<file path="src/design/mbrot_pkg.sv">
// Shared types, constants and register map of the escape-time pixel engine.
package mbrot_pkg;

  // Fixed-point fraction bits of every real value (origins signed Q4.28, steps unsigned Q3.28)
  localparam int FRAC_BITS = 28;

  localparam int DEF_COORD_BITS = 12;
  localparam int DEF_ITER_BITS  = 16;

  localparam int PADDR_W = 5;
  localparam int PDATA_W = 32;

  // Register indexes (byte address / 4)
  localparam logic [2:0] REG_REAL_ORIGIN = 3'd0;
  localparam logic [2:0] REG_IMAG_ORIGIN = 3'd1;
  localparam logic [2:0] REG_REAL_STEP   = 3'd2;
  localparam logic [2:0] REG_IMAG_STEP   = 3'd3;
  localparam logic [2:0] REG_ITER_CAP    = 3'd4;

  localparam logic signed [31:0] RST_REAL_ORIGIN = -32'sd536870912;
  localparam logic signed [31:0] RST_IMAG_ORIGIN = -32'sd402653184;
  localparam logic [30:0]        RST_REAL_STEP   = 31'd1006633;
  localparam logic [30:0]        RST_IMAG_STEP   = 31'd1342177;
  localparam logic [15:0]        RST_ITER_CAP    = 16'd1000;

  typedef struct packed {
    logic signed [31:0] real_origin;
    logic signed [31:0] imag_origin;
    logic [30:0]        real_step;
    logic [30:0]        imag_step;
    logic [15:0]        iter_cap;
  } cfg_t;

  typedef struct packed {
    logic load;   // capture the pixel coordinate
    logic scale;  // coordinate times step
    logic orig;   // add origin, clear z
    logic iter;   // escape checks and z update
    logic sqr;    // squares and cross product of z
    logic emit;   // load the result register
  } dp_cmd_t;

  typedef struct packed {
    logic done;   // iteration loop finished this cycle
  } dp_sts_t;

endpackage

</file>
<file path="src/design/mbrot_ctrl.sv">
// Controller: sequences mapping, iteration loop and result hand-off.
module mbrot_ctrl (
  input  logic                clk_i,
  input  logic                rst_ni,
  input  logic                in_valid_i,
  output logic                in_ready_o,
  output logic                out_valid_o,
  input  logic                out_ready_i,
  output mbrot_pkg::dp_cmd_t  cmd_o,
  input  mbrot_pkg::dp_sts_t  sts_i
);
  import mbrot_pkg::*;

  localparam logic [2:0] S_IDLE  = 3'd0;
  localparam logic [2:0] S_SCALE = 3'd1;
  localparam logic [2:0] S_ORIG  = 3'd2;
  localparam logic [2:0] S_ITER  = 3'd3;
  localparam logic [2:0] S_SQR   = 3'd4;
  localparam logic [2:0] S_DONE  = 3'd5;

  logic [2:0] state_q, state_d;
  logic       out_valid_q, out_valid_d;
  logic       slot_free;

  assign slot_free  = ~out_valid_q | out_ready_i;
  assign in_ready_o = (state_q == S_IDLE);

  always_comb begin
    state_d = state_q;
    cmd_o   = '0;
    unique case (state_q)
      S_IDLE: begin
        if (in_valid_i) begin
          cmd_o.load = 1'b1;
          state_d    = S_SCALE;
        end
      end
      S_SCALE: begin
        cmd_o.scale = 1'b1;
        state_d     = S_ORIG;
      end
      S_ORIG: begin
        cmd_o.orig = 1'b1;
        state_d    = S_ITER;
      end
      S_ITER: begin
        cmd_o.iter = 1'b1;
        state_d    = sts_i.done ? S_DONE : S_SQR;
      end
      S_SQR: begin
        cmd_o.sqr = 1'b1;
        state_d   = S_ITER;
      end
      S_DONE: begin
        if (slot_free) begin
          cmd_o.emit = 1'b1;
          state_d    = S_IDLE;
        end
      end
      default: state_d = S_IDLE;
    endcase
  end

  assign out_valid_d = cmd_o.emit | (out_valid_q & ~out_ready_i);

  always_ff @(posedge clk_i or negedge rst_ni) begin
    if (!rst_ni) begin
      state_q     <= S_IDLE;
      out_valid_q <= 1'b0;
    end else begin
      state_q     <= state_d;
      out_valid_q <= out_valid_d;
    end
  end

  assign out_valid_o = out_valid_q;

  a_req_starts: assert property (@(posedge clk_i) disable iff (!rst_ni)
    (in_valid_i && in_ready_o) |=> (state_q == S_SCALE))
    else $error("accepted request did not start mapping");

  a_result_from_done: assert property (@(posedge clk_i) disable iff (!rst_ni)
    $rose(out_valid_q) |-> $past(state_q == S_DONE))
    else $error("result raised outside the done state");

  a_loop_exit: assert property (@(posedge clk_i) disable iff (!rst_ni)
    (state_q == S_ITER && sts_i.done) |=> (state_q == S_DONE))
    else $error("loop finish not followed by done");

  a_one_cmd: assert property (@(posedge clk_i) disable iff (!rst_ni)
    $onehot0(cmd_o))
    else $error("more than one datapath command");

endmodule

</file>
<file path="config.mk">
export PLATFORM = sky130hd
export DESIGN_NAME = mbrot_ctrl
export DESIGN_NICKNAME = d
export VERILOG_FILES = /design/src/design/mbrot_pkg.sv /design/src/design/mbrot_ctrl.sv
export SDC_FILE = /design/constraint.sdc
export NUM_CORES = 1
export LEC_CHECK = 0
export BUFFER_PORTS_ARGS = -buffer_cell sky130_fd_sc_hd__buf_2
export CORE_AREA = 4 4 41 43
export CTS_BUF_LIST = sky130_fd_sc_hd__clkbuf_16
export DETAILED_ROUTE_END_ITERATION = 16
export DIE_AREA = 0 0 45 47
export PLACE_DENSITY = 0.46
export REMOVE_ABC_BUFFERS = 1
export SLEW_MARGIN = 0
export SYNTH_ARGS = -nofsm -noshare
export SYNTH_HDL_FRONTEND = slang
export SYNTH_SLANG_ARGS = --single-unit
</file>
<file path="constraint.sdc">
create_clock -name clk_i -period 1.1 [get_ports clk_i]
set_clock_uncertainty 0.05 [all_clocks]
set_input_delay 0.055 -clock clk_i [delete_from_list [all_inputs] [get_ports clk_i]]
set_output_delay 0.055 -clock clk_i [all_outputs]
set_load 0.05 [all_outputs]
</file>
# --- Word level (Yosys, flattened, before mapping) ---
# Index checks and enable logic that the tools add are counted.
totals:
  wordCells: 29
  inputBits: 5
  register_bits: 4
  out_inout_bits: 8
op_classes:
  bitwise_logic: 5
  n_eq_ne: 7
  n_reduce_logical: 3
  mux: 12
ops:
  columns: ["operator", "n"]
  rows:
  - ["3-bit one-hot mux with 5 select lines", 1]
  - ["1-bit 2-to-1 mux", 9]
  - ["3-bit by 2-bit == test with 1-bit output (second input constant)", 2]
  - ["3-bit == test (second input constant)", 2]
  - ["3-bit 2-to-1 mux", 2]
  - ["2-bit != test (second input constant)", 2]
  - ["3-bit by 1-bit == test with 1-bit output (second input constant)", 1]
  - ["3-bit zero test", 1]
  - ["1-bit NOT", 2]
  - ["1-bit bitwise OR", 2]
  - ["2-bit AND reduction", 1]
  - ["2-bit OR reduction", 1]
  - ["1-bit bitwise AND", 1]

# --- Logic depth before layout (Yosys ltp) ---
logic_depth:
  word_depth: 5
  ltp_mapped: 4
  mapped_depth_nobuf: 3

# --- Least setup slack after synthesis ---
# OpenSTA, ideal clock, no wires.
synth_timing:
  path_kind: "flip-flop to output port"
  start: "register state_q[1]"
  end: "output cmd_o[5] in the netlist's numbering"
  path_slack_ns: -0.699
  t_required_ns: 0.995
  n_path_buf: 1
  arrival_time_ns: 1.694
  path_stages_with_launch: 4
  path_cell_list: "dfrtp_1 > buf_6 > nor3_2 > and2_1"
synth_rtl:
  columns: ["element", "line", "text"]
  rows:
  - ["start, declared", "mbrot_ctrl.sv:21", "logic [2:0] state_q, state_d;"]
  - ["start signal, assigned", "mbrot_ctrl.sv:71", "state_q <= state_d;"]
  - ["end, declared", "mbrot_ctrl.sv:9", "output mbrot_pkg::dp_cmd_t cmd_o,"]

==> flow_metrics.env <==
export IMPL_clk_pin_slew_ps=30
export IMPL_insertion_delay_ps=220
export IMPL_syn_cell_area_um2=278
export IMPL_place_gp_congestion=0.664
export IMPL_yosys_warnings=0
export IMPL_vias=269
export IMPL_synth_top_family_by_area="simple AND/OR/NAND/NOR gates"
export IMPL_synthAdderAreaFrac_pct=0
export IMPL_cts_buffers=3
export IMPL_final_common_cell="buf_4"
export IMPL_critPathBufInv=2
export IMPL_fin_util_pct=44.3
export IMPL_hold_slack_ps=69.1
export IMPL_fmax_mhz=767
export IMPL_synthCells=29
export IMPL_end_kind="primary output"
export IMPL_fin_crit_sh_pct=119
export IMPL_drt_pass1_iter_count=2
export IMPL_avgViaCountPerCell=4.01
export IMPL_drive_above_1_share_pct=69.2
export IMPL_nFillCells=135
export IMPL_worst_path_max_delay_cell="dfrtp_2"
export IMPL_antenna_found_initial=0
export IMPL_relSlewSlack_pct=83.6
export IMPL_wl_per_cell_um=9.48
export IMPL_numPortBuffers=12
export IMPL_multi_input_area_um2=179
export IMPL_crit_chain="buf_4, nor3b_4, buf_6"
export IMPL_synth_xor_area_share_pct=3.15
export IMPL_cts_sinks=4
export IMPL_worstMarginPinSlew_ps=248
export IMPL_min_path_type="input pin to flip-flop"
export IMPL_worst_slack_ps=-204
export IMPL_grt_use_total_pct=7.37
export IMPL_status="finished with violations"
export IMPL_grt_overflow=0
export IMPL_clockBufferDepth=2
export IMPL_clock_root_buffer="clkbuf_16"
export IMPL_drtIter0Drc=2
export IMPL_first_global_vias=260
export IMPL_fin_crit_ps=1300
export IMPL_grt_pass1_wl_um=1060
export IMPL_ys_ff_latch=4
export IMPL_syn_to_final_growth_pct=108
export IMPL_yosys_area_share_simple_pct=36.0
export IMPL_setup_viol=7
export IMPL_coreArea_um2=1300
export IMPL_cts_htree_levels=1
export IMPL_cts_tree="done"
export IMPL_hold_viol=0
export IMPL_path_class="flip-flop to primary output"
export IMPL_synth_compound_area_share_pct=14.0
export IMPL_crit_fanout=7
export IMPL_drv_slew=0
export IMPL_start_util_pct=21.3
export IMPL_wirelength_um=635
export IMPL_row_count=13
export IMPL_violations="negative setup slack"
export IMPL_ys_types=20
export IMPL_seqCellArea_um2=104
export IMPL_synthMuxAreaShare_pct=0
export IMPL_grt_max_degree=9
export IMPL_ant_nets=0
export IMPL_cpLargestDelayFamily="flip-flops"
export IMPL_io_pins=13
export IMPL_final_cell_mix="buf_4, buf_6, buf_2"
export IMPL_drc=0
export IMPL_crit_arrival_ps=1200
export IMPL_max_stage_delay_ps=440
export IMPL_layout_nets=59
export IMPL_fp_dieW_um=45
export IMPL_die_area_um2=2120
export IMPL_antenna_cells=0
export IMPL_required_ps=1000
export IMPL_cap_violations=0
export IMPL_syn_avg_cell_area_um2=9.58
export IMPL_crit_path_start_kind="flip-flop"
export IMPL_rsz0062_at_grt="yes"
export IMPL_fp_dieH_um=47
export IMPL_ys_seq_area_share_pct=36.0
## flip-flops by register name, summed over array words and instances (netlist names)
| signal | cells |
|---|---|
| out_valid_o | 1 |
| state_q | 3 |
## repair_timing
item | in CTS | in global routing
gates resized for setup | 18 | 9
setup endpoints to repair | 8 | 10
pin swaps | 1 | 3
gates cloned | 0 | 0
hold buffers | 1 | 0
buffers inserted | 3 | 3
endpoints found under the hold margin | 4 | 0
## Yosys cell counts, drive strengths merged
| master | number | share of area [%] |
|---|---|---|
| a21o | 1 | 2.7 |
| and2 | 3 | 6.8 |
| buf | 3 | 9.5 |
| dfrtp | 4 | 36 |
| inv | 1 | 1.4 |
| nand2 | 1 | 1.4 |
| nand2b | 2 | 7.2 |
| nand3b | 1 | 2.7 |
| nor2 | 1 | 1.4 |
| nor2b | 3 | 6.8 |
| nor3 | 2 | 5.4 |
| nor3b | 1 | 4.5 |
| o21a | 2 | 5.4 |
| o21ai | 2 | 3.6 |
| o22ai | 1 | 2.3 |
| xor2 | 1 | 3.2 |
## area by class of cell
type / instances / share of cell area [%]
Timing Repair Buffer: 23 / 34.1
Multi-Input combinational cell: 21 / 31.0
Sequential cell: 4 / 18.0
Clock buffer: 3 / 13.0
Tap cell: 15 / 3.25
Inverter: 1 / 0.651
## per-stage QoR
step           setup slack [ps]  TNS, ps  cells  area (um2)
2_1_floorplan              -690    -2250     26         251
3_3_place_gp              -87.3     -354     57         360
3_5_place_dp              -92.9     -395     57         360
4_1_cts                    -194    -1120     64         523
5_1_grt                    -242    -1490     67         577
6_report                   -204    -1110     67         577
## path summary, 6_finish.rpt
check | start | endpoint | cells past startpoint | slack [ps]
min in group asynchronous | rst_ni | state_q[1] | 2 | 120
max reg2reg | state_q[1] | state_q[2] | 3 | 20
min reg2reg | out_valid_o | out_valid_o | 2 | 480
min | out_ready_i | out_valid_o | 3 | 70
max in group asynchronous | rst_ni | state_q[0] | 2 | 750
max | state_q[1] | cmd_o[1] | 3 | -200
## routing by layer
metal	track usage, %	up-vias	wire (um)
met5	0	-	0
met4	3.51	0	0
met3	4.60	0	22
met2	11.6	2	335
met1	7.80	126	278
li1	-	141	-
## worst reg2reg max path, stage by stage, from the launching register on
cell	delay [ps]
dfrtp_2	440
nor2b_2	180
buf_4	120
o21a_1	170
## logic make-up after synthesis
logic type	Yosys count
flip-flops	4
AO/OA/AOI/OAI	6
buffers and inverters	4
AND/OR/NAND/NOR	14
XOR/XNOR	1
Power is left out: the tool's default activity adds up to more than one toggle a clock period on the data nets, which glitch-free logic cannot reach.
