==> config.mk <==
export PLATFORM = sky130hd
export DESIGN_NAME = mbrot_cfg
export DESIGN_NICKNAME = d
export VERILOG_FILES = /design/src/design/mbrot_pkg.sv /design/src/design/mbrot_cfg.sv
export SDC_FILE = /design/constraint.sdc
export NUM_CORES = 1
export LEC_CHECK = 0
export ABC_CLOCK_PERIOD_IN_PS = 3900
export BUFFER_PORTS_ARGS = -buffer_cell sky130_fd_sc_hd__buf_2
export CAP_MARGIN = 20
export CORE_ASPECT_RATIO = 0.75
export CORE_MARGIN = 1
export CORE_UTILIZATION = 50
export CTS_CLUSTER_DIAMETER = 150
export CTS_CLUSTER_SIZE = 24
export DETAILED_ROUTE_END_ITERATION = 6
export PLACE_DENSITY_LB_ADDON = 0.12
export SYNTH_ARGS = -nofsm -noshare
export SYNTH_HDL_FRONTEND = slang
export SYNTH_SLANG_ARGS = --single-unit
==> constraint.sdc <==
create_clock -name clk_i -period 3.9 [get_ports clk_i]
set_clock_uncertainty 0.1 [all_clocks]
set_input_delay 0.585 -clock clk_i [delete_from_list [all_inputs] [get_ports clk_i]]
set_output_delay 0.585 -clock clk_i [all_outputs]
set_load 0.01 [all_outputs]
==> src/design/mbrot_pkg.sv <==
// Shared types, constants and register map of the escape-time pixel engine.
package mbrot_pkg;

  // Fixed-point fraction bits of every real value (origins signed Q4.28, steps unsigned Q3.28)
  localparam int FRAC_BITS = 28;

  localparam int DEF_COORD_BITS = 12;
  localparam int DEF_ITER_BITS  = 16;

  localparam int PADDR_W = 5;
  localparam int PDATA_W = 32;

  // Register indexes (byte address / 4)
  localparam logic [2:0] REG_REAL_ORIGIN = 3'd0;
  localparam logic [2:0] REG_IMAG_ORIGIN = 3'd1;
  localparam logic [2:0] REG_REAL_STEP   = 3'd2;
  localparam logic [2:0] REG_IMAG_STEP   = 3'd3;
  localparam logic [2:0] REG_ITER_CAP    = 3'd4;

  localparam logic signed [31:0] RST_REAL_ORIGIN = -32'sd536870912;
  localparam logic signed [31:0] RST_IMAG_ORIGIN = -32'sd402653184;
  localparam logic [30:0]        RST_REAL_STEP   = 31'd1006633;
  localparam logic [30:0]        RST_IMAG_STEP   = 31'd1342177;
  localparam logic [15:0]        RST_ITER_CAP    = 16'd1000;

  typedef struct packed {
    logic signed [31:0] real_origin;
    logic signed [31:0] imag_origin;
    logic [30:0]        real_step;
    logic [30:0]        imag_step;
    logic [15:0]        iter_cap;
  } cfg_t;

  typedef struct packed {
    logic load;   // capture the pixel coordinate
    logic scale;  // coordinate times step
    logic orig;   // add origin, clear z
    logic iter;   // escape checks and z update
    logic sqr;    // squares and cross product of z
    logic emit;   // load the result register
  } dp_cmd_t;

  typedef struct packed {
    logic done;   // iteration loop finished this cycle
  } dp_sts_t;

endpackage

==> src/design/mbrot_cfg.sv <==
// APB register bank holding origin, step and iteration limit.
module mbrot_cfg (
  input  logic                              clk_i,
  input  logic                              rst_ni,
  input  logic                              psel,
  input  logic                              penable,
  input  logic                              pwrite,
  input  logic [mbrot_pkg::PADDR_W-1:0]     paddr,
  input  logic [mbrot_pkg::PDATA_W-1:0]     pwdata,
  output logic [mbrot_pkg::PDATA_W-1:0]     prdata,
  output logic                              pready,
  output mbrot_pkg::cfg_t                   cfg_o
);
  import mbrot_pkg::*;

  cfg_t       cfg_q;
  logic       wr;
  logic [2:0] idx;

  assign pready = 1'b1;
  assign wr     = psel & penable & pwrite;
  assign idx    = paddr[PADDR_W-1:2];

  always_ff @(posedge clk_i or negedge rst_ni) begin
    if (!rst_ni) begin
      cfg_q.real_origin <= RST_REAL_ORIGIN;
      cfg_q.imag_origin <= RST_IMAG_ORIGIN;
      cfg_q.real_step   <= RST_REAL_STEP;
      cfg_q.imag_step   <= RST_IMAG_STEP;
      cfg_q.iter_cap    <= RST_ITER_CAP;
    end else if (wr) begin
      unique case (idx)
        REG_REAL_ORIGIN: cfg_q.real_origin <= $signed(pwdata[31:0]);
        REG_IMAG_ORIGIN: cfg_q.imag_origin <= $signed(pwdata[31:0]);
        REG_REAL_STEP:   cfg_q.real_step   <= pwdata[30:0];
        REG_IMAG_STEP:   cfg_q.imag_step   <= pwdata[30:0];
        REG_ITER_CAP:    cfg_q.iter_cap    <= pwdata[15:0];
        default: ;
      endcase
    end
  end

  always_comb begin
    unique case (idx)
      REG_REAL_ORIGIN: prdata = cfg_q.real_origin;
      REG_IMAG_ORIGIN: prdata = cfg_q.imag_origin;
      REG_REAL_STEP:   prdata = {1'b0, cfg_q.real_step};
      REG_IMAG_STEP:   prdata = {1'b0, cfg_q.imag_step};
      REG_ITER_CAP:    prdata = {16'd0, cfg_q.iter_cap};
      default:         prdata = '0;
    endcase
  end

  assign cfg_o = cfg_q;

endmodule

=== Yosys cells after proc, flatten, opt, wreduce, memory -nomap -nowiden ===
Cells that the tools add are included.

* Bits in registers: 142
* Output and inout port bits: 175
* Word-level logic and storage cells: 18

* Eq/ne operators: 4
* Muxes and demuxes: 1
* Bitwise operators: 2
* Reduce and logical (&&, ||, !) cells: 6

{| class="wikitable"
|+ Operator list
! operator !! number
|-
| case mux 32 bit (5 select lines) || 1
|-
| AND reduction 2 bit || 5
|-
| == test 3 x 2 -> 1 bit (second input constant) || 2
|-
| == test 3 x 1 -> 1 bit (second input constant) || 1
|-
| == test 3 bit (second input constant) || 1
|-
| zero test 3 bit || 1
|-
| AND 1 bit || 2
|}

=== Longest topological paths before layout ===
Gate-level depths: netlist (run 1).

* Word-level depth: 3
* Mapped depth: 5

=== Worst setup path before layout (run 1) ===
OpenSTA, ideal clock, no wires.

* Path type: input to output
* Start: in paddr[2] (netlist name)
* End: out prdata[10] (netlist name)
* Arrival: 1662 ps
* Data required time: 3215 ps
* Slack: 1553 ps
* Cell stages on the path: 5
* Buffers on the path: 2
* Cell sequence: buf_4 > nor2b_1 > buf_2 > a22oi_1 > o21ai_0

* Longest elaborated chain between the ends: 2
* Elaborated cells between the ends (all ways): 6

{| class="wikitable"
|+ RTL lines
! what !! line !! RTL
|-
| start, declared || mbrot_cfg.sv:8 || <nowiki>input logic [mbrot_pkg::PADDR_W-1:0] paddr,</nowiki>
|-
| == test 3 bit, or another cell as far along || mbrot_cfg.sv:44 || <nowiki>unique case (idx)</nowiki>
|-
| case mux 32 bit (5 select lines) (*) || mbrot_cfg.sv:44 ||
|-
| end, declared || mbrot_cfg.sv:10 || <nowiki>output logic [mbrot_pkg::PDATA_W-1:0] prdata,</nowiki>
|}

Every way passes the cells marked *; elsewhere a longest branch is shown, timed or not.

=== Worst setup path after layout (run 1) ===
* Start: in paddr[2] (netlist name)
* End: out prdata[9] (netlist name)

Same word-level chain as after synthesis.

==> results of run 1 <==
[report_power, final]
group / switching, mW / internal, mW / leakage (nW)
logic: 0.531 / 0.608 / 2.22
clock network: 0.614 / 1.02 / 0.287
registers: 0.220 / 1.82 / 1.73
[cell usage after synthesis]
cell type  instances
a22oi_1           15
a32oi_1           15
buf_2             17
buf_4              3
buf_6              4
clkbuf_1           8
conb_1             1
dfrtp_1          107
dfstp_2           35
inv_1              1
mux2_1             5
mux2_2           123
mux2_4            30
mux2i_1            2
mux4_2            15
nand2_1            2
nand3_1            3
nand4b_4           1
nor2_1             2
nor2b_1           18
nor3_1             1
nor3_2             1
nor3b_2            1
nor3b_4            1
o21ai_0           15
or3_1              2
[worst max-delay path by stage]
stage | startpoint | endpoint | slack (ps) | cells after the start
floorplan | paddr[2] | prdata[10] | 1550 | 5
global placement | paddr[2] | prdata[29] | 1030 | 5
detailed placement | paddr[2] | prdata[29] | 1040 | 5
CTS | paddr[2] | prdata[9] | 1020 | 6
global route | paddr[2] | prdata[24] | 940 | 5
finish | paddr[2] | prdata[9] | 1010 | 6
[through the flow]
step / setup slack (ps) / cell area [µm²] / hold WS [ps] / util [%]
after floorplan: 1550 / 6580 / 189 / -
after global placement: 1030 / 7860 / 389 / 62.6
after detailed placement: 1040 / 7860 / 405 / 62.6
after CTS: 1020 / 8450 / 269 / 67.2
after global routing: 942 / 8480 / 64.2 / 67.5
final: 1010 / 8480 / 25.2 / 67.5
[cell type report]
type	count	area [µm²]	share of cell area (%)
clock buffer	21	450	5.31
tap	166	208	2.45
sequential	142	3600	42.4
inverter	1	3.75	0.0443
clock inverter	10	139	1.64
multi-input combinational	253	2820	33.3
timing repair buffer	232	1260	14.9
[per-layer routing]
layer | GRT usage (%) | share of wire (%)
met2 | 42.4 | 49
met3 | 7.66 | 6.9
met4 | 6.83 | 0.81
met1 | 36.1 | 43
met5 | 0 | 0
[kinds of logic after synthesis]
family | synth area share (%)
muxes | 34.2
DFF | 54.7
AOI/OAI and AO/OA | 4.85
buffers and inverters | 2.83
and+or+nand+nor | 3.42
other | 0.0570
==> impl_results.rst, run 1 <==
.. list-table::
   :header-rows: 1

   * - Metric
     - Value
   * - Most frequent standard cell in the layout excluding fill and tap cells
     - buf_2
   * - Slew at the pin with the worst max-slew slack
     - 750 ps
   * - Power per standard cell area
     - between 500 and 600 nW/µm²
   * - Slowest stage delay, CP
     - ~390 ps
   * - Max_cap viols
     - 0
   * - Quantity of hold-fixing buffers added after cts
     - 0
   * - Dominant cells by area after synthesis
     - dfrtp_1, mux2_2, dfstp_2
   * - Leading cell types in the layout, fill and taps excluded
     - buf_2, mux2_2, dfrtp_1
   * - Static leakage
     - approximately 4.2 nW
   * - Die area
     - approximately 14000 µm²
   * - Worst setup path category
     - in -> out
   * - Post-Route Setup TNS
     - 0 ps
   * - Post-DR wirelength/cell
     - 21.1 µm
   * - Antenna viol nets, final
     - 0
   * - Final Wtd Congestion
     - approximately 0.77
   * - Sequence of cells on the critical path
     - buf_2 > buf_4 > mux2_2 > a32oi_1 > o21ai_0 > buf_2
   * - Inserted Diodes
     - 0
   * - Dominant delay contributor by cell family on the critical path
     - buffers and inverters
   * - Clock insertion delay at the later pin of the skew report
     - around 420 ps
   * - Required time worst endpoint
     - around 3200 ps
   * - TritonRoute pass-1 iters
     - 4
   * - Total Nets Final
     - around 690
   * - Setup Buffers After CTS
     - 0
   * - Buffer depth of the longest clock path
     - 2
   * - Synthesis-stage register bit count
     - between 100 and 150
   * - Vias per Instance
     - between 5 and 6
   * - Layout cell share with drive strength beyond 1
     - between 70% and 80%
   * - Worst reg2reg path startpoint
     - cfg_o[48]
   * - Antenna violations before repair
     - 0
   * - Final routed wirelength across all metal layers
     - about 17000 µm
   * - Slack of the worst reg-to-reg path
     - about 3000 ps
   * - Top-level port count
     - around 220
   * - Count of final setup violators
     - 0
   * - Post-synthesis average cell area
     - 15.4 µm²
   * - Via Count
     - around 4600
   * - Number of synthesis warnings
     - 0
   * - Run status
     - finished, final reports clean
   * - Number of cell instances on the worst register-to-register path
     - 1
   * - Min-delay worst type
     - in -> async
   * - Filler Cells Inserted
     - between 900 and 1000
   * - Worst flop-to-flop path endpoint
     - cfg_o[48]
   * - Site row count
     - 35
   * - Number of violations reported at the end of detailed-routing iteration 0
     - between 200 and 250
   * - Number of clock sinks
     - 142
   * - Aggregate global routing overflow
     - 0
   * - Final Max Tran Viols
     - 0
   * - Final hold violation count
     - 0
   * - Number of global-route vias before repair
     - roughly 4600
   * - Clock root cell
     - clkbuf_16
   * - Overall power after layout
     - 4.81 mW
   * - Number of buffers inserted during clock tree synthesis
     - 17
   * - Worst vdd rail ir drop
     - between 0.3 and 0.4 mV
   * - Clock tree from TritonCTS
     - done
   * - Synthesized net count
     - 470
   * - Post-synthesis sequential area ratio
     - a little over half
   * - Die Span Y
     - just over 100 µm
   * - Effective utilization at floorplan
     - between 50% and 60%
   * - Synth Cell Area
     - 6580 µm²
   * - Setup repair after global routing missed its margin
     - no
   * - Area fraction of the dominant cell type after synthesis
     - just over 40%
   * - Pin count of the biggest net entering global routing
     - between 100 and 150
   * - Cell Count, Final, Fillers Out
     - 825
   * - Most area-hungry cell type in the Yosys netlist
     - dfrtp_1
   * - Post-synthesis cell count
     - about 430
   * - Critical Path Most Common Cell
     - buf_2
   * - Count of port buffers added during placement
     - 213
   * - Worst endpoint data arrival time
     - between 2000 and 2500 ps
   * - Half-perimeter wire length of the detailed placement result
     - around 11000 µm
   * - Maximum net fanout on the critical path
     - 17
   * - Crit end category
     - primary output
   * - Library cell contributing the largest single delay on the critical path
     - buf_2
   * - Post-placement cell count
     - between 700 and 800
   * - Remaining DRCs
     - 0
   * - Core area
     - about 13000 µm²
   * - Max-Slew Margin vs Limit
     - between 40% and 50%
   * - First-pass GRT wire length
     - 26900 µm
   * - Worst path bufs/invs
     - 3
   * - GRT Total Usage
     - around a quarter
   * - Layout area overhead
     - 28.8%
   * - Max Freq
     - 0.346 GHz
   * - Number of distinct library cell variants in the gate-level netlist after synthesis
     - 26
   * - Clock H-tree levels
     - 4
   * - CP startpoint kind
     - input pin
   * - Final worst-path cycle share
     - between 70% and 80%
   * - Min Clock Period, post-route
     - around 2900 ps
   * - Horizontal die dimension
     - between 100 and 150 µm
   * - Total of cells resized after clock tree synthesis
     - 0
   * - Clock slew at reported path FFs
     - 60 ps
   * - Max reg flops
     - approximately 140
No activity file was read; power rests on OpenSTA's default activity.
==> inputs of run 2 (changes only) <==
--- a/config.mk
+++ b/config.mk
@@ -5,7 +5,7 @@
 export SDC_FILE = /design/constraint.sdc
 export NUM_CORES = 1
 export LEC_CHECK = 0
-export ABC_CLOCK_PERIOD_IN_PS = 3900
+export ABC_CLOCK_PERIOD_IN_PS = 3000
 export BUFFER_PORTS_ARGS = -buffer_cell sky130_fd_sc_hd__buf_2
 export CAP_MARGIN = 20
 export CORE_ASPECT_RATIO = 0.75
==> constraint.sdc (replaced) <==
create_clock -name clk_i -period 3 [get_ports clk_i]
set_clock_uncertainty 0.1 [all_clocks]
set_input_delay 0.45 -clock clk_i [delete_from_list [all_inputs] [get_ports clk_i]]
set_output_delay 0.45 -clock clk_i [all_outputs]
set_load 0.01 [all_outputs]
==> run 2 against run 1 <==
  * First-iteration DRC count shrank 20%
  * Sequential share of layout area down 0.24 points
  * Sequential cell count is the same
  * Largest cell class unchanged
  * Design area is 0.56% higher
==> impl_results.rst, run 2 (same netlist as run 1, synthesis figures left out) <==
.. list-table::
   :header-rows: 1

   * - Metric
     - Value
   * - CP startpoint
     - paddr[3]
   * - Number of clock sinks
     - 142 (unchanged)
   * - Total Nets Final
     - 693 (+0.58%)
   * - Worst reg2reg path startpoint
     - cfg_o[94]
   * - Crit end category
     - primary output
   * - Slack of the worst reg-to-reg path
     - 2090 ps (-900 ps)
   * - Site row count
     - 35 (unchanged)
   * - Overall power after layout
     - 6.29 mW (+31%)
   * - Remaining DRCs
     - 0 (unchanged)
   * - Final worst-path cycle share
     - 86.0%
   * - Layout area overhead
     - 29.6%
   * - Capturing instance or port of the critical path
     - prdata[12]
   * - Clock tree from TritonCTS
     - done
   * - Post-DR wirelength/cell
     - 20.8 µm (-1.5%)
   * - Aggregate global routing overflow
     - 0 (unchanged)
   * - Min-delay worst type
     - in -> reg
   * - TritonRoute pass-1 iters
     - 4 (unchanged)
   * - Core area
     - 12600 µm² (unchanged)
   * - Dominant delay contributor by cell family on the critical path
     - simple AND/OR/NAND/NOR gates
   * - Setup repair after global routing missed its margin
     - no
   * - Antenna viol nets, final
     - 0 (unchanged)
   * - CP startpoint kind
     - input pin
   * - Top-level port count
     - 217 (unchanged)
   * - Antenna violations before repair
     - 0 (unchanged)
   * - Number of cell instances on the worst register-to-register path
     - 1 (unchanged)
   * - Hold path depth
     - 2
   * - Post-Route Setup TNS
     - 0 ps (unchanged)
   * - Via Count
     - 4654 (+0.80%)
   * - Worst path bufs/invs
     - 3 (unchanged)
   * - Filler Cells Inserted
     - 946 (+3.7%)
   * - Maximum net fanout on the critical path
     - 9 (-8)
   * - Max-Slew Margin vs Limit
     - 37.5% (-12 points)
   * - Most frequent standard cell in the layout excluding fill and tap cells
     - buf_2
   * - Worst setup path category
     - in -> out
   * - First-pass GRT wire length
     - 27200 µm (+1.2%)
   * - Layout cell share with drive strength beyond 1
     - 71.5% (+0.22 points)
   * - Final Wtd Congestion
     - 0.784 (+2.0%)
   * - Inserted Diodes
     - 0 (unchanged)
   * - Slew at the pin with the worst max-slew slack
     - 934 ps (+184 ps)
   * - Final hold violation count
     - 0 (unchanged)
   * - Static leakage
     - 4.27 nW (+0.59%)
   * - Number of stages on the worst setup path
     - 6 (unchanged)
   * - Min Clock Period, post-route
     - 2580 ps
   * - Die area
     - 13600 µm² (unchanged)
   * - Worst endpoint data arrival time
     - 2030 ps (-180 ps)
   * - Run status
     - finished, final reports clean
   * - Half-perimeter wire length of the detailed placement result
     - 11600 µm (+1.1%)
   * - Number of global-route vias before repair
     - 4865 (+4.7%)
   * - Die Span Y
     - 101 µm (unchanged)
   * - Clock H-tree levels
     - 4 (unchanged)
   * - Clock insertion delay at the later pin of the skew report
     - 400 ps (-20 ps)
   * - Leading cell types in the layout, fill and taps excluded
     - buf_2, mux2_2, dfrtp_1
   * - Slowest stage delay, CP
     - 710 ps (+320 ps)
   * - Number of buffers inserted during clock tree synthesis
     - 17 (unchanged)
   * - Horizontal die dimension
     - 134 µm (unchanged)
   * - Pin count of the biggest net entering global routing
     - 68 (-40%)
   * - Clock root cell
     - clkbuf_16
   * - Max reg flops
     - 142 (unchanged)
   * - Max Freq
     - about 0.39 GHz
   * - Sequence of cells on the critical path
     - buf_2 > nor2_1 > buf_4 > a32oi_1 > o21ai_0 > buf_2
   * - Worst flop-to-flop path endpoint
     - cfg_o[94]
   * - Buffer depth of the longest clock path
     - 2 (unchanged)
   * - Number of violations reported at the end of detailed-routing iteration 0
     - 195 (-20%)
   * - Final Max Tran Viols
     - 0 (unchanged)
   * - Clock slew at reported path FFs
     - 60 ps (about the same)
   * - Library cell contributing the largest single delay on the critical path
     - nor2_1
   * - Max_cap viols
     - 0 (unchanged)
   * - GRT Total Usage
     - 26.7% (+0.11 points)
   * - Effective utilization at floorplan
     - 52.4% (unchanged)
   * - Count of final setup violators
     - 0 (unchanged)
   * - Count of port buffers added during placement
     - 213 (unchanged)
   * - Critical Path Most Common Cell
     - buf_2
   * - Required time worst endpoint
     - 2450 ps (-760 ps)
   * - Final routed wirelength across all metal layers
     - 17300 µm (-0.92%)
   * - Vias per Instance
     - 5.61 (+0.19%)
   * - Worst vdd rail ir drop
     - 0.437 mV (+21%)
   * - Power per standard cell area
     - 738 nW/µm² (+30%)
## run 2: metrics by stage
stage	hold WS [ps]	util [%]	cell area, µm²	std cells	setup WS [ps]
after floorplan	54.4	-	6580	428	923
after global placement	354	62.9	7910	797	458
after global routing	192	67.8	8530	830	287
after detailed placement	368	62.9	7910	797	433
after CTS	186	67.8	8530	830	434
final	206	67.8	8530	830	419
## run 2: repair_timing
item / CTS / global route
resized for setup: 0 / 0
buffers inserted: 0 / 0
endpoints found under the hold margin: 46 / 0
hold buffers: 1 / 0
## run 2: metal layers
metal  wire (µm)  GRT usage, %  part of all wire, %
met3        1030          6.76                  6.0
met4         158          9.08                 0.92
met2        8440          42.7                   49
met5           0             0                    0
met1        7620          35.9                   44
## run 2: final cells by class
| cell class | count | area [µm²] | area share [%] |
|---|---|---|---|
| well taps | 166 | 208 | 2.44 |
| clock buffers | 22 | 474 | 5.56 |
| inverters | 1 | 3.75 | 0.0440 |
| flip-flops and latches | 142 | 3600 | 42.2 |
| repair buffers | 236 | 1280 | 15.1 |
| clock inverters | 10 | 138 | 1.61 |
| multi-input cells | 253 | 2820 | 33.1 |
## run 2: worst min-delay path by stage
stage / startpoint / endpoint / slack, ps
floorplan: rst_ni / cfg_o[0] / 50
global placement: rst_ni / cfg_o[134] / 350
detailed placement: rst_ni / cfg_o[40] / 370
CTS: pwdata[31] / cfg_o[141] / 190
global route: pwdata[31] / cfg_o[141] / 190
finish: pwdata[31] / cfg_o[141] / 210
## run 2: power breakdown
part | switching, mW | internal [mW]
clock | 0.785 | 1.37
sequential | 0.294 | 2.36
combinational | 0.681 | 0.793
==> inputs of run 3 (changes only) <==
--- a/config.mk
+++ b/config.mk
@@ -5,12 +5,13 @@
 export SDC_FILE = /design/constraint.sdc
 export NUM_CORES = 1
 export LEC_CHECK = 0
-export ABC_CLOCK_PERIOD_IN_PS = 3000
+export ABC_CLOCK_PERIOD_IN_PS = 2130
 export BUFFER_PORTS_ARGS = -buffer_cell sky130_fd_sc_hd__buf_2
 export CAP_MARGIN = 20
 export CORE_ASPECT_RATIO = 0.75
 export CORE_MARGIN = 1
-export CORE_UTILIZATION = 50
+export CORE_UTILIZATION = 35
+export CTS_BUF_LIST = sky130_fd_sc_hd__clkbuf_4 sky130_fd_sc_hd__clkbuf_8 sky130_fd_sc_hd__clkbuf_16
 export CTS_CLUSTER_DIAMETER = 150
 export CTS_CLUSTER_SIZE = 24
 export DETAILED_ROUTE_END_ITERATION = 6
==> constraint.sdc (replaced) <==
create_clock -name clk_i -period 2.13 [get_ports clk_i]
set_clock_uncertainty 0.1 [all_clocks]
set_input_delay 0.3195 -clock clk_i [delete_from_list [all_inputs] [get_ports clk_i]]
set_output_delay 0.3195 -clock clk_i [all_outputs]
set_load 0.01 [all_outputs]
==> run 3 against run 2 <==
  * Die area grew 42%
  * Largest power group unchanged
  * Wire length increased by 9.9%
  * Global-route usage shrank 6.6 points
  * Sequential cell count unchanged
  * Non-clock buffer count up 7
  * Critical path type unchanged
  * Critical path depth stayed put
  * Via count is 0.30% higher
  * First-iteration DRC count grew 19%
  * Design area up 3.6%
==> impl_results.rst, run 3 (same netlist as run 1, synthesis figures left out) <==
.. list-table::
   :header-rows: 1

   * - Metric
     - Value
   * - Total of cells resized after clock tree synthesis
     - 0 (unchanged)
   * - Worst flop-to-flop path endpoint
     - cfg_o[97]
   * - Layout cell share with drive strength beyond 1
     - 72.4% (+0.89 points)
   * - Clock H-tree levels
     - 4 (unchanged)
   * - Number of violations reported at the end of detailed-routing iteration 0
     - 233 (+19%)
   * - Setup repair after global routing missed its margin
     - no
   * - Worst setup path category
     - in -> out
   * - Setup Buffers After CTS
     - 0 (unchanged)
   * - Max Freq
     - 0.498 GHz
   * - Inserted Diodes
     - 0 (unchanged)
   * - Aggregate global routing overflow
     - 0 (unchanged)
   * - Required time worst endpoint
     - 1710 ps (-740 ps)
   * - Pin count of the biggest net entering global routing
     - 59 (-13%)
   * - Post-Route Setup TNS
     - 0 ps (unchanged)
   * - Core area
     - 18500 µm² (+47%)
   * - Met1 WL
     - 8970 µm (+18%)
   * - Count of port buffers added during placement
     - 213 (unchanged)
   * - CP startpoint kind
     - input pin
   * - Top sig layer
     - met4
   * - Layout area overhead
     - 34.2%
   * - Antenna violations before repair
     - 0 (unchanged)
   * - Slack of the worst reg-to-reg path
     - 1230 ps (-860 ps)
   * - Count of final setup violators
     - 0 (unchanged)
   * - Power per standard cell area
     - 1040 nW/µm² (+41%)
   * - Number of cell instances on the worst register-to-register path
     - 1 (unchanged)
   * - Final Util
     - 47.9% (-20 points)
   * - CP startpoint
     - paddr[2]
   * - Static leakage
     - 4.36 nW (+2.2%)
   * - Final Wtd Congestion
     - 0.790 (+0.71%)
   * - Final routed wirelength across all metal layers
     - 19000 µm (+9.9%)
   * - GRT Total Usage
     - 20.1% (-6.6 points)
   * - Clock insertion delay at the later pin of the skew report
     - 410 ps (about the same)
   * - Clock slew at reported path FFs
     - 60 ps (about the same)
   * - Clock root cell
     - clkbuf_16
   * - Final worst-path cycle share
     - between 90% and 100%
   * - Half-perimeter wire length of the detailed placement result
     - 12900 µm (+11%)
   * - Die area
     - 19400 µm² (+42%)
   * - Antenna viol nets, final
     - 0 (unchanged)
   * - Effective utilization at floorplan
     - 35.7% (-17 points)
   * - Met2 wirelength from detailed routing
     - 8810 µm (+4.5%)
   * - Leading cell types in the layout, fill and taps excluded
     - buf_2, mux2_2, dfrtp_1
   * - Pre-CTS worst setup slack
     - 103 ps (-330 ps)
   * - Capturing instance or port of the critical path
     - prdata[15]
   * - Top-level port count
     - 217 (unchanged)
   * - Worst endpoint data arrival time
     - 1590 ps (-440 ps)
   * - Min-delay worst type
     - in -> reg
   * - Worst reg2reg path startpoint
     - cfg_o[97]
   * - Die Span Y
     - 121 µm (+19%)
   * - Remaining DRCs
     - 0 (unchanged)
   * - Min Clock Period, post-route
     - roughly 2000 ps
   * - Number of global-route vias before repair
     - 4653 (-4.4%)
   * - Final Max Tran Viols
     - 0 (unchanged)
   * - TritonRoute pass-1 iters
     - 4 (unchanged)
   * - Crit end category
     - primary output
   * - Post-DR wirelength/cell
     - 20.7 µm (-0.64%)
   * - Number of buffers inserted during clock tree synthesis
     - 17 (unchanged)
   * - Total Nets Final
     - 700 (+1.0%)
   * - Quantity of hold-fixing buffers added after cts
     - 1 (unchanged)
   * - Worst vdd rail ir drop
     - 0.475 mV (+8.7%)
   * - Buffer depth of the longest clock path
     - 2 (unchanged)
   * - Post-route worst setup slack
     - 124 ps (-295 ps)
   * - Vias per Instance
     - 5.08 (-9.3%)
   * - Max_cap viols
     - 0 (unchanged)
   * - Horizontal die dimension
     - 160 µm (+19%)
   * - Via Count
     - 4668 (+0.30%)
   * - Most frequent standard cell in the layout excluding fill and tap cells
     - buf_2
   * - First-pass GRT wire length
     - 29000 µm (+6.4%)
   * - Number of clock sinks
     - 142 (unchanged)
   * - Run status
     - finished, final reports clean
   * - WHS
     - 60.1 ps (-146 ps)
   * - Site row count
     - 43 (+23%)
   * - Max reg flops
     - 142 (unchanged)
   * - Clock tree from TritonCTS
     - done
   * - Met3 Routed Length
     - 987 µm (-4.5%)
   * - Final hold violation count
     - 0 (unchanged)
   * - Maximum net fanout on the critical path
     - 12 (+3)
## run 3: cell count changes in the layout (fill, tap and decap cells not counted), sizes merged
cell and change:
buf +7, bufinv +2, clkinvlp -2, clkinv +1
inv -1
## run 3: power breakdown
part / internal, mW / switching [mW] / leakage, nW
Combinational: 1.13 / 0.955 / 2.29
Sequential: 3.33 / 0.426 / 1.73
Clock: 2.22 / 1.13 / 0.333
Total: 6.67 / 2.51 / 4.36
## run 3: critical path, cell delays in order
cell and delay (ps):
buf_2 240, buf_12 190, mux2_2 340, a32oi_1 160
o21ai_0 160, buf_2 170
## run 3: worst min-delay path by stage
stage,startpoint,to,slack [ps],cells after the start
CTS,pwdata[31],cfg_o[141],40,2
floorplan,rst_ni,cfg_o[0],-80,0
detailed placement,rst_ni,cfg_o[96],130,1
global placement,rst_ni,cfg_o[95],130,1
global route,pwdata[31],cfg_o[141],40,2
finish,pwdata[31],cfg_o[141],60,2
## run 3: area by class of cell
type	count	area (µm²)
repair buffers	243	1430
fillers	1664	9620
inverters	1	3.75
multi-input cells	253	2830
clock inverters	10	183
flip-flops and latches	142	3600
clock buffers	22	488
well taps	247	309
## run 3: stage by stage
| step | instance area [µm²] | std cells | power, mW |
|---|---|---|---|
| floorplan | 6580 | 428 | 4.87 |
| global placement | 8150 | 885 | 5.85 |
| detailed placement | 8150 | 885 | 5.90 |
| CTS | 8830 | 918 | 9.30 |
| global route | 8830 | 918 | 9.62 |
| finish | 8830 | 918 | 9.18 |
## run 3: per-layer routing
layer	vias up	track usage, %
met5	-	0
met4	0	5.54
met3	13	4.70
met2	133	30.5
met1	2468	28.7
li1	2054	-
